`config.mk`:
```
export PLATFORM = sky130hd
export DESIGN_NAME = bdwf_controller
export DESIGN_NICKNAME = d
export VERILOG_FILES = /design/src/hdl/bdwf_pkg.sv /design/src/hdl/bdwf_controller.sv
export VERILOG_INCLUDE_DIRS = /design/src /design/src/hdl
export SDC_FILE = /design/constraint.sdc
export NUM_CORES = 1
export LEC_CHECK = 0
export BUFFER_PORTS_ARGS = -buffer_cell sky130_fd_sc_hd__buf_4
export CAP_MARGIN = 20
export CORE_AREA = 4 4 41 43
export DETAILED_ROUTE_END_ITERATION = 12
export DIE_AREA = 0 0 45 47
export PLACE_DENSITY_LB_ADDON = 0.1
export SETUP_SLACK_MARGIN = 0.02
export SYNTH_ARGS = -nofsm -noshare
export SYNTH_HDL_FRONTEND = slang
export SYNTH_SLANG_ARGS = --single-unit
```
`constraint.sdc`:
```
create_clock -name clk -period 1.8 [get_ports clk]
set_clock_uncertainty 0.15 [all_clocks]
set_input_delay 0 -clock clk [delete_from_list [all_inputs] [get_ports clk]]
set_output_delay 0 -clock clk [all_outputs]
set_load 0.01 [all_outputs]
```
`src/hdl/box_duplicate_window_filter_top_defines.svh`:
```
// Assertion macros shared by the duplicate window filter modules.
// With SYNTHESIS defined, every macro expands to nothing.
`ifndef BOX_DUPLICATE_WINDOW_FILTER_TOP_DEFINES_SVH
`define BOX_DUPLICATE_WINDOW_FILTER_TOP_DEFINES_SVH

`ifndef SYNTHESIS

`define BDWF_ASSERT(label, clk, rst_n, prop) \
    label: assert property (@(posedge clk) disable iff (!rst_n) prop) \
        else $error("%m: property violated");

`define BDWF_NEVER(label, clk, rst_n, expr) \
    label: assert property (@(posedge clk) disable iff (!rst_n) !(expr)) \
        else $error("%m: forbidden condition seen");

`else

`define BDWF_ASSERT(label, clk, rst_n, prop)

`define BDWF_NEVER(label, clk, rst_n, expr)

`endif

`endif

```
`src/hdl/bdwf_pkg.sv`:
```
package bdwf_pkg;

    localparam int MAX_LOOKAHEAD = 16;
    localparam int COORD_BITS    = 16;
    localparam int TAG_BITS      = 16;
    localparam int CNT_BITS      = 16;
    localparam int TOL_BITS      = 16;
    localparam int LOOK_BITS     = 5;
    localparam int CFG_IDX_BITS  = 1;
    localparam int CFG_BITS      = 16;

    localparam int WIN_SLOTS = MAX_LOOKAHEAD + 1;
    localparam int FILL_BITS = $clog2(WIN_SLOTS + 1);
    localparam int WIDE_BITS = ((FILL_BITS > LOOK_BITS) ? FILL_BITS : LOOK_BITS) + 1;
    localparam int DIFF_BITS = (COORD_BITS > TOL_BITS) ? COORD_BITS : TOL_BITS;
    localparam int HIT_BITS  = $clog2(WIN_SLOTS + 1);

    localparam logic [TOL_BITS-1:0]  TOL_RESET  = TOL_BITS'(7);
    localparam logic [LOOK_BITS-1:0] LOOK_RESET = LOOK_BITS'(10);
    localparam logic [CNT_BITS-1:0]  CNT_MAX    = {CNT_BITS{1'b1}};

    localparam logic [CFG_IDX_BITS-1:0] CFG_MATCH_TOLERANCE = CFG_IDX_BITS'(0);
    localparam logic [CFG_IDX_BITS-1:0] CFG_LOOKAHEAD       = CFG_IDX_BITS'(1);

    typedef struct packed {
        logic [COORD_BITS-1:0] x;
        logic [COORD_BITS-1:0] y;
        logic [COORD_BITS-1:0] w;
        logic [COORD_BITS-1:0] h;
        logic [TAG_BITS-1:0]   tag;
    } box_t;

    typedef enum logic [2:0] {
        S_IDLE,
        S_DRAIN,
        S_MATCH,
        S_COUNT,
        S_FLUSH,
        S_TRIM
    } state_t;

    // Commands from the controller to the datapath.
    typedef struct packed {
        logic load_in;
        logic pop;
        logic pop_final;
        logic match;
        logic count;
        logic clear_list;
    } cmd_t;

    // Status from the datapath to the controller.
    typedef struct packed {
        logic over_lim;
        logic fill_one;
        logic out_free;
        logic eol;
    } status_t;

    function automatic logic coord_close(input logic [COORD_BITS-1:0] a,
                                         input logic [COORD_BITS-1:0] b,
                                         input logic [TOL_BITS-1:0]   tol);
        logic [COORD_BITS-1:0] d;
        d = (a > b) ? (a - b) : (b - a);
        return DIFF_BITS'(d) < DIFF_BITS'(tol);
    endfunction

endpackage

```
`src/hdl/bdwf_controller.sv`:
```
`include "box_duplicate_window_filter_top_defines.svh"

module bdwf_controller
    import bdwf_pkg::*;
(
    input  logic    clk,
    input  logic    rst_n,
    input  logic    in_valid,
    output logic    in_stall,
    input  status_t st,
    output cmd_t    cmd
);

    state_t state_reg, state_next;

    always_ff @(posedge clk or negedge rst_n)
    begin
        if (!rst_n)
        begin
            state_reg <= S_IDLE;
        end
        else
        begin
            state_reg <= state_next;
        end
    end

    always_comb
    begin
        state_next = state_reg;
        cmd        = '0;
        in_stall   = 1'b1;
        unique case (state_reg)
            S_IDLE:
            begin
                in_stall = 1'b0;
                if (in_valid)
                begin
                    cmd.load_in = 1'b1;
                    state_next  = S_DRAIN;
                end
            end
            // Boxes beyond a lowered lookahead leave before the new box is compared.
            S_DRAIN:
            begin
                if (!st.over_lim)
                begin
                    state_next = S_MATCH;
                end
                else if (st.out_free)
                begin
                    cmd.pop = 1'b1;
                end
            end
            S_MATCH:
            begin
                cmd.match  = 1'b1;
                state_next = S_COUNT;
            end
            S_COUNT:
            begin
                cmd.count  = 1'b1;
                state_next = st.eol ? S_FLUSH : S_TRIM;
            end
            S_FLUSH:
            begin
                if (st.out_free)
                begin
                    cmd.pop       = 1'b1;
                    cmd.pop_final = st.fill_one;
                    if (st.fill_one)
                    begin
                        cmd.clear_list = 1'b1;
                        state_next     = S_IDLE;
                    end
                end
            end
            S_TRIM:
            begin
                if (!st.over_lim)
                begin
                    state_next = S_IDLE;
                end
                else if (st.out_free)
                begin
                    cmd.pop    = 1'b1;
                    state_next = S_IDLE;
                end
            end
            default:
            begin
                state_next = S_IDLE;
            end
        endcase
    end

    `BDWF_ASSERT(a_pop_needs_room, clk, rst_n, cmd.pop |-> st.out_free)
    `BDWF_ASSERT(a_count_branch, clk, rst_n,
                 (state_reg == S_COUNT) |=> (state_reg == S_FLUSH || state_reg == S_TRIM))
    `BDWF_ASSERT(a_clear_to_idle, clk, rst_n, cmd.clear_list |=> (state_reg == S_IDLE))

endmodule

```
==> results by group, run 1 <==
Timing
  – RSZ-0062 raised after global routing: no
  – Final Hold Fails: 0
  – Slew headroom: between 80% and 90%
  – Achievable Freq: roughly 630 MHz
  – Max-slew violation count: 0
  – Final Cycle Share: about nine tenths
  – Actual slew at the worst max-slew pin: between 0.2 and 0.3 ns
  – Clock period minus worst slack: between 1.5 and 2 ns
  – Setup_tns: 0 ns
  – Final setup vio count: 0
  – Final WS setup: between 0.2 and 0.25 ns

Yosys
  – Synth Area in Adders: 0%
  – Synth area leaders: dfrtp_1 33%, nor3_1 6.6%, nand2_1 6.6%
  – Seq/Total Area, Yosys: 33.1%
  – Top-area cell type share of the netlist area: 33.1%
  – Multiplexer share of the synthesized area: about 4.4%
  – Biggest area consumer among synthesized cells: dfrtp_1
  – Number of synthesized register bits: 3
  – Synth Area in Simple Gates: between 30% and 40%
  – Yosys synthesis warning count: 0
  – Synth Area in XOR/XNOR: 0%
  – Largest family of logic cells by synthesized area: simple AND/OR/NAND/NOR gates
  – Cell variety after synth: 19
  – Synthesized area: approximately 230 um2
  – Syn_nets: 36
  – Compound-Gate Fraction of Synth Area: between 10% and 20%
  – Synth Area per Inst: ~7.8 um2
  – Cells after synthesis: 29

Route
  – Vias after detailed routing: between 200 and 300
  – Number of routed nets with antenna violations: 0
  – Total wire length after detailed routing: around 650 um
  – DRT Pass-1 Iters: 4
  – WL/cell: a little over 10 um
  – Post-DR vias/cell: around 4.3
  – DRC violation total after the first TritonRoute iteration: 6
  – DRC viols: 0

Floorplan
  – Core area: around 1300 um2
  – IO Count: 14
  – Chip Height: ~47 um
  – Std-Cell Rows: 13
  – Die Width: approximately 45 um
  – Die ar.: about 2100 um2
  – Initial core utilization: about 17%

Power and ir drop
  – Int Pwr: 0.000351 W
  – Cell Pwr Density: 1420 nW/um2
  – Sw power: approximately 0.00023 W
  – Seq pwr share: ~29%
  – Lkg Pwr: between 0.15 and 0.2 nW
  – Peak supply drop: 0.432 mV
  – Clock share of power: approximately a fifth
  – Sw Share: roughly two fifths
  – Pwr Total: 0.000578 W
  – Combinational power share: about half

Clock tree
  – Htree depth: 1
  – Root buffer cell: clkbuf_4
  – Clock buffer count from CTS: 3
  – CTS tree: done
  – CTS Buffer Depth: 2
  – Clock Pin Slew Worst Setup and Hold Paths: 0.04 ns
  – # clock sinks: 3
  – Clk_lat worst skew: approximately 0.24 ns

Job
  – MaxCap Viol Count: 0

Layout
  – Max reg flops: 3
  – # nets final: 57
  – # diodes: 0
  – Layout cells sized above 1: ~39%
  – Final cell count without fillers: 64
  – Synth-to-layout area growth: 79.6%

Critical path
  – Crit path kind: reg2reg
  – Slowest stage cell, crit path: dlygate4sd3_1
  – Crit Path Max Fanout: 9
  – Critical path, cell by cell: inv_2 -> a22oi_1 -> dlygate4sd3_1 -> o21ai_0
  – Worst Setup End Kind: flop
  – Crit path DAT: approximately 1.6 ns
  – CP Launch Point: state_reg[0]
  – CP peak stage delay: 0.56 ns
  – WP data required: 1.76 ns
  – R2r startpoint: state_reg[0]
  – Startpoint Class: flop

Global routing
  – Pin count of the biggest net entering global routing: 11
  – Total Routing Usage GR: under 10%
  – Global-route wire length before repair: ~1200 um
  – Vias in the first global route: 280
  – Antenna violations before repair: 0
  – GR Overflow Total: 0

Worst hold path
  – Hold WC Path Type: in2reg
  – Hold Crit Start: st[1]

Placed design
  – Worst slack, placed: 0.385 ns
  – Dpl cells: 54
  – Gpl congestion: 0.712
  – Buffers on Ports: 13

Outcome
  – Status: finished, final reports clean
## layout make-up
cell class	instances	area [um2]
Tap cell	15	18.8
Inverter	3	11.3
Fill cell	148	895
Sequential cell	3	76.3
Timing Repair Buffer	19	158
Clock buffer	4	26.3
Multi-Input combinational cell	20	116
## synth_stat cells (all sizes together)
library cell  instances
o21ai                 1
buf                   3
nor4b                 1
nand4                 1
a21oi                 1
a22oi                 1
nor3b                 1
o2111a                1
nor3                  3
nor2                  3
nand2                 4
mux2i                 1
dfrtp                 3
or3                   2
inv                   3
## cells by family (layout without fill, tap and decap cells)
logic type / after synthesis / count (layout)
buffers and inverters: 6 / 26
and+or+nand+nor: 15 / 15
AOI/OAI and AO/OA: 4 / 4
DFF: 3 / 3
muxes: 1 / 1
## critical path, delay by kind of cell, from the launching register on
| kind | cells | cell delay (ns) |
|---|---|---|
| flops | 1 | 0.45 |
| compound gates | 2 | 0.22 |
| buf+inv | 2 | 0.64 |
## per-layer routing
| metal | up-vias | routed length (um) | track usage, % |
|---|---|---|---|
| li1 | 140 | - | - |
| met1 | 122 | 286 | 10.3 |
| met2 | 13 | 307 | 11.0 |
| met3 | 0 | 60 | 2.30 |
| met4 | 0 | 0 | 8.77 |
| met5 | - | 0 | 0 |
## path summary, 6_finish.rpt
check | to | slack [ns] | cells past startpoint
max | state_reg[0] | 0.21 | 4
min | state_reg[2] | 0.1 | 4
max reg2reg | state_reg[0] | 0.21 | 4
min reg2reg | state_reg[1] | 0.46 | 1
max in group asynchronous | state_reg[0] | 0.84 | 3
min in group asynchronous | state_reg[0] | 0.50 | 3
## cells in the final DEF, fill, tap and decap left out
cell type / instances
nor4b_1: 1
buf_4: 13
inv_2: 1
o2111a_1: 1
nor3_1: 3
clkbuf_1: 1
nor2_1: 3
or3_1: 1
dfrtp_2: 1
inv_1: 2
nor3b_1: 1
dfrtp_1: 2
mux2i_1: 1
a21oi_1: 1
clkbuf_4: 3
nand2_1: 4
dlygate4sd3_1: 6
a22oi_1: 1
o21ai_0: 1
or3_2: 1
nand4_1: 1
## metrics by stage
step	util, %	area, um2	hold WS (ns)
floorplan	-	226	-0.446
CTS	31.2	405	0.0908
detailed placement	24.5	319	-0.360
global route	31.3	407	0.113
finish	31.3	407	0.0993
global placement	24.5	319	-0.360
## power groups by stage
stage / combinational [W] / clock (W) / sequential (W)
5_1_grt: 0.000327 / 0.000136 / 0.000181
2_1_floorplan: 0.000222 / 0 / 0.000117
6_report: 0.000290 / 0.000119 / 0.000169
3_5_place_dp: 0.000262 / 0 / 0.000167
4_1_cts: 0.000296 / 0.000125 / 0.000166
3_3_place_gp: 0.000262 / 0 / 0.000168
## what timing repair did
item	4_1_cts	5_1_grt
hold buffers	6	0
endpoints found under the hold margin	6	0
buffers inserted	0	0
setup endpoints to repair	0	1
gates resized for setup	0	1
Note: power is estimated with default switching activity, not from simulation.
==> inputs of run 2 (changes only) <==
--- a/config.mk
+++ b/config.mk
@@ -8,9 +8,9 @@
 export LEC_CHECK = 0
 export BUFFER_PORTS_ARGS = -buffer_cell sky130_fd_sc_hd__buf_4
 export CAP_MARGIN = 20
-export CORE_AREA = 4 4 41 43
+export CORE_AREA = 2 2 39 41
 export DETAILED_ROUTE_END_ITERATION = 12
-export DIE_AREA = 0 0 45 47
+export DIE_AREA = 0 0 41 43
 export PLACE_DENSITY_LB_ADDON = 0.1
 export SETUP_SLACK_MARGIN = 0.02
 export SYNTH_ARGS = -nofsm -noshare
==> results by group, run 2 (synthesis gave the netlist of run 1 again) <==
Outcome
  – Status: finished, final reports clean

Layout
  – Final design utilization: 28.7%
  – Max reg flops: 3
  – Layout cells sized above 1: 37.5%
  – # nets final: between 50 and 60
  – Post-route cell area: about 400 um2
  – Most common cell after layout, fill and taps aside: buf_4
  – Most frequent cells in the layout: 13 x buf_4, 5 x dlygate4sd3_1, 4 x nand2_1
  – # diodes: 0
  – Synth-to-layout area growth: 75.1%
  – Multi-input gate area: around 120 um2
  – Fillers: roughly 160
  – Flip-flop and latch area: ~75 um2

Placed design
  – Gpl congestion: about 0.73
  – Buffers on Ports: 13
  – Worst slack, placed: around 0.37 ns
  – Area post-placement: 320 um2
  – DP Wirelength: around 450 um

Route
  – Top layer in use: met3
  – Number of routed nets with antenna violations: 0
  – DRT Pass-1 Iters: 4
  – Vias after detailed routing: ~270
  – Met1 WL: about 290 um
  – Post-DR vias/cell: roughly 4.1
  – DRC violation total after the first TritonRoute iteration: 2
  – Met3 WL post-DR: around 40 um
  – DRC viols: 0
  – Total wire length after detailed routing: 576 um
  – WL/cell: approximately 9 um
  – Routed wl met2: roughly 250 um

Floorplan
  – Die ar.: approximately 1800 um2
  – Chip Height: between 40 and 50 um
  – IO Count: 14
  – Die Width: about 41 um
  – Core area: about 1400 um2
  – Initial core utilization: around 16%
  – Std-Cell Rows: 14

Clock tree
  – Clock Pin Slew Worst Setup and Hold Paths: roughly 0.040 ns
  – Root buffer cell: clkbuf_4
  – Setup Buffers After CTS: 0
  – # clock sinks: 3
  – Clk_lat worst skew: around 0.23 ns
  – CTS Buffer Depth: 2
  – CTS tree: done
  – Clock buffer count from CTS: 3
  – Htree depth: 1

Power and ir drop
  – Peak supply drop: 0.401 mV
  – Lkg Pwr: roughly 0.19 nW
  – Cell Pwr Density: between 1000 and 1500 nW/um2

Timing
  – Final Cycle Share: 88.5%
  – Final setup vio count: 0
  – Setup_tns: 0 ns
  – Clock period minus worst slack: 1.59 ns
  – Actual slew at the worst max-slew pin: about 0.31 ns
  – Final WS setup: around 0.21 ns
  – Achievable Freq: around 630 MHz
  – Slew headroom: ~80%
  – Max-slew violation count: 0
  – Final Hold Fails: 0
  – RSZ-0062 raised after global routing: no

Job
  – MaxCap Viol Count: 0

Global routing
  – GR Overflow Total: 0
  – Pin count of the biggest net entering global routing: 11
  – Antenna violations before repair: 0
  – Vias in the first global route: between 200 and 300
  – Global-route wire length before repair: roughly 1000 um
  – Total Routing Usage GR: under 10%

Critical path
  – Crit Path Max Fanout: 10
  – WP data required: around 1.8 ns
  – Crit path DAT: 1.54 ns
  – Startpoint Class: flop
  – Crit path kind: reg2reg
  – Worst Setup End Kind: flop

Worst hold path
  – Hold WC Path Type: in2reg
## run 2: report_power, final
group          total, W  switching (W)  leakage, nW  internal (W)
logic          0.000273       0.000122        0.136      0.000151
registers      0.000166      0.0000669       0.0382     0.0000990
clock network  0.000118      0.0000347       0.0150     0.0000831
total          0.000557       0.000224        0.190      0.000333
## run 2: per-stage QoR
step	instances	hold slack (ns)	power, W
4_1_cts	64	0.00534	0.000567
3_3_place_gp	55	-0.360	0.000430
6_report	64	0.00347	0.000557
2_1_floorplan	29	-0.446	0.000339
3_5_place_dp	55	-0.360	0.000428
5_1_grt	64	0.0412	0.000610
## run 2: worst paths after layout
kind / slack (ns) / start / endpoint / depth (start not counted)
worst min register to register: 0.46 / state_reg[2] / state_reg[1] / 1
min in group asynchronous: 0.49 / rst_n / state_reg[0] / 3
worst max register to register: 0.21 / state_reg[2] / state_reg[0] / 4
worst min-delay path: 0.003 / st[0] / state_reg[0] / 4
worst max-delay path: 0.21 / state_reg[2] / state_reg[0] / 4
max in group asynchronous: 0.87 / rst_n / state_reg[2] / 3
## run 2: final cells by class
class                      count  area share [%]
timing repair buffer          18            37.2
multi-input combinational     20            29.3
sequential                     3            18.9
clock buffer                   4            6.62
tap                           16            5.05
inverter                       3            2.84
## run 2: layer usage
layer / global-route usage, % / vias up
met4: 6.00 / 0
met1: 10.6 / 118
li1: - / 136
met5: 0 / -
met2: 11.3 / 11
met3: 3.14 / 0
## run 2: worst max-delay path, stage by stage, from the launching register on
cell and delay [ns]:
dfrtp_1 0.48, nand2_1 0.12, nand4_1 0.09, dlygate4sd3_1 0.54
o21ai_0 0.08
## run 2: what timing repair did
| item | CTS | global route |
|---|---|---|
| hold buffers | 5 | 0 |
| resized for setup | 0 | 0 |
| endpoints found under the hold margin | 5 | 0 |
==> inputs of run 3 (changes only) <==
--- a/config.mk
+++ b/config.mk
@@ -11,7 +11,8 @@
 export CORE_AREA = 2 2 39 41
 export DETAILED_ROUTE_END_ITERATION = 12
 export DIE_AREA = 0 0 41 43
-export PLACE_DENSITY_LB_ADDON = 0.1
+export GPL_ROUTABILITY_DRIVEN = 0
+export PLACE_DENSITY = 0.49
 export SETUP_SLACK_MARGIN = 0.02
 export SYNTH_ARGS = -nofsm -noshare
 export SYNTH_HDL_FRONTEND = slang
==> results by group, run 3 (synthesis gave the netlist of run 1 again) <==
Route
  – Post-DR vias/cell: 4.14
  – DRC violation total after the first TritonRoute iteration: 0
  – Met3 WL post-DR: ~23 um
  – Top layer in use: met3
  – Vias after detailed routing: ~270
  – Number of routed nets with antenna violations: 0
  – Total wire length after detailed routing: 578 um
  – WL/cell: about 9.0 um
  – Routed wl met2: about 330 um
  – Met1 WL: ~230 um
  – DRT Pass-1 Iters: 1
  – DRC viols: 0

Clock tree
  – # clock sinks: 3
  – CTS Buffer Depth: 2
  – Root buffer cell: clkbuf_4
  – Htree depth: 1
  – Clock Pin Slew Worst Setup and Hold Paths: ~0.040 ns
  – Clk_lat worst skew: 0.24 ns
  – Clock buffer count from CTS: 3
  – Hold_buf cts: 5
  – CTS tree: done
  – PostCTS Resize Cnt: 0
  – Setup Buffers After CTS: 0

Timing
  – WHS: a little over 0.005 ns
  – Slew headroom: between 80 and 90%
  – Final setup vio count: 0
  – Final Cycle Share: roughly nine tenths
  – Actual slew at the worst max-slew pin: between 0.2 and 0.3 ns
  – Clock period minus worst slack: 1.60 ns
  – RSZ-0062 raised after global routing: no
  – Max-slew violation count: 0
  – Final Hold Fails: 0
  – Setup_tns: 0 ns
  – Achievable Freq: between 600 and 700 MHz

Critical path
  – R2r startpoint: state_reg[2]
  – Crit path kind: reg2reg
  – RR Endpoint: state_reg[0]
  – Crit path DAT: around 1.6 ns
  – R2r worst-path depth: 4
  – Startpoint Class: flop
  – WP data required: 1.75 ns
  – Crit Path Max Fanout: 10
  – Worst R2R Setup Slack: between 0.2 and 0.25 ns
  – Worst Setup End Kind: flop
  – CP Launch Point: state_reg[2]

Layout
  – Layout cells sized above 1: 37.5%
  – Final cell count without fillers: 64
  – # diodes: 0
  – Post-route cell area: between 300 and 400 um2
  – Most common cell after layout, fill and taps aside: buf_4
  – # nets final: 56
  – Max reg flops: 3
  – Most frequent cells in the layout: 13 x buf_4, 5 x dlygate4sd3_1, 4 x nand2_1
  – Synth-to-layout area growth: 75.1%

Floorplan
  – Chip Height: between 40 and 50 um
  – Initial core utilization: about 16%
  – Die ar.: 1760 um2
  – Std-Cell Rows: 14
  – Die Width: approximately 40 um
  – IO Count: 14
  – Core area: ~1400 um2

Placed design
  – Dpl cells: between 50 and 60
  – DP Wirelength: between 400 and 500 um
  – Area post-placement: 320 um2
  – Buffers on Ports: 13

Power and ir drop
  – Peak supply drop: around 0.40 mV
  – Lkg Pwr: around 0.19 nW
  – Pwr Total: around 0.00055 W
  – Cell Pwr Density: roughly 1400 nW/um2

Global routing
  – Global-route wire length before repair: between 1000 and 1500 um
  – GR Overflow Total: 0
  – Antenna violations before repair: 0
  – Pin count of the biggest net entering global routing: 11
  – Total Routing Usage GR: 9.24%
  – Vias in the first global route: between 200 and 300

Worst hold path
  – Worst hold path endpoint: state_reg[0]
  – Hold WC Path Type: in2reg
  – Hold path depth: 4
  – Hold Crit Start: st[0]

Job
  – MaxCap Viol Count: 0

Outcome
  – Status: finished, final reports clean
run 3: metrics by stage:
step / setup WS, ns / utilization (%)
after floorplan: 0.486 / -
after global placement: 0.434 / 23.1
after detailed placement: 0.389 / 23.1
after CTS: 0.199 / 28.7
after global routing: 0.138 / 28.7
final: 0.201 / 28.7
run 3: critical path, cell delays in order, from the launching register on:
cell and delay, ns:
dfrtp_1 0.48, nand2_1 0.12, nand4_1 0.10, dlygate4sd3_1 0.54
o21ai_0 0.08
run 3: cell type report:
class / instances / area [um2]
Fill cell: 165 / 987
Tap cell: 16 / 20.0
Multi-Input combinational cell: 20 / 116
Sequential cell: 3 / 75.1
Timing Repair Buffer: 18 / 148
Inverter: 3 / 11.3
Clock buffer: 4 / 26.3
run 3: how the worst max path moves through the flow:
stage | endpoint | cells past startpoint | slack, ns
after floorplan | cmd[5] | 3 | 0.49
after global placement | state_reg[2] | 3 | 0.43
after detailed placement | state_reg[2] | 3 | 0.39
after CTS | cmd[5] | 3 | 0.20
after global routing | state_reg[0] | 4 | 0.14
final | state_reg[0] | 4 | 0.20
run 3: power by group:
part           leakage (nW)  switching (W)  internal [W]
Sequential           0.0382      0.0000628     0.0000991
Clock                0.0150      0.0000369     0.0000832
Combinational         0.136       0.000122      0.000151
Total                 0.190       0.000221      0.000333
run 3: layer usage:
metal	vias up	global-route usage, %
li1	137	-
met1	123	9.97
met2	5	10.9
met3	0	6.28
met4	0	9.33
met5	-	0
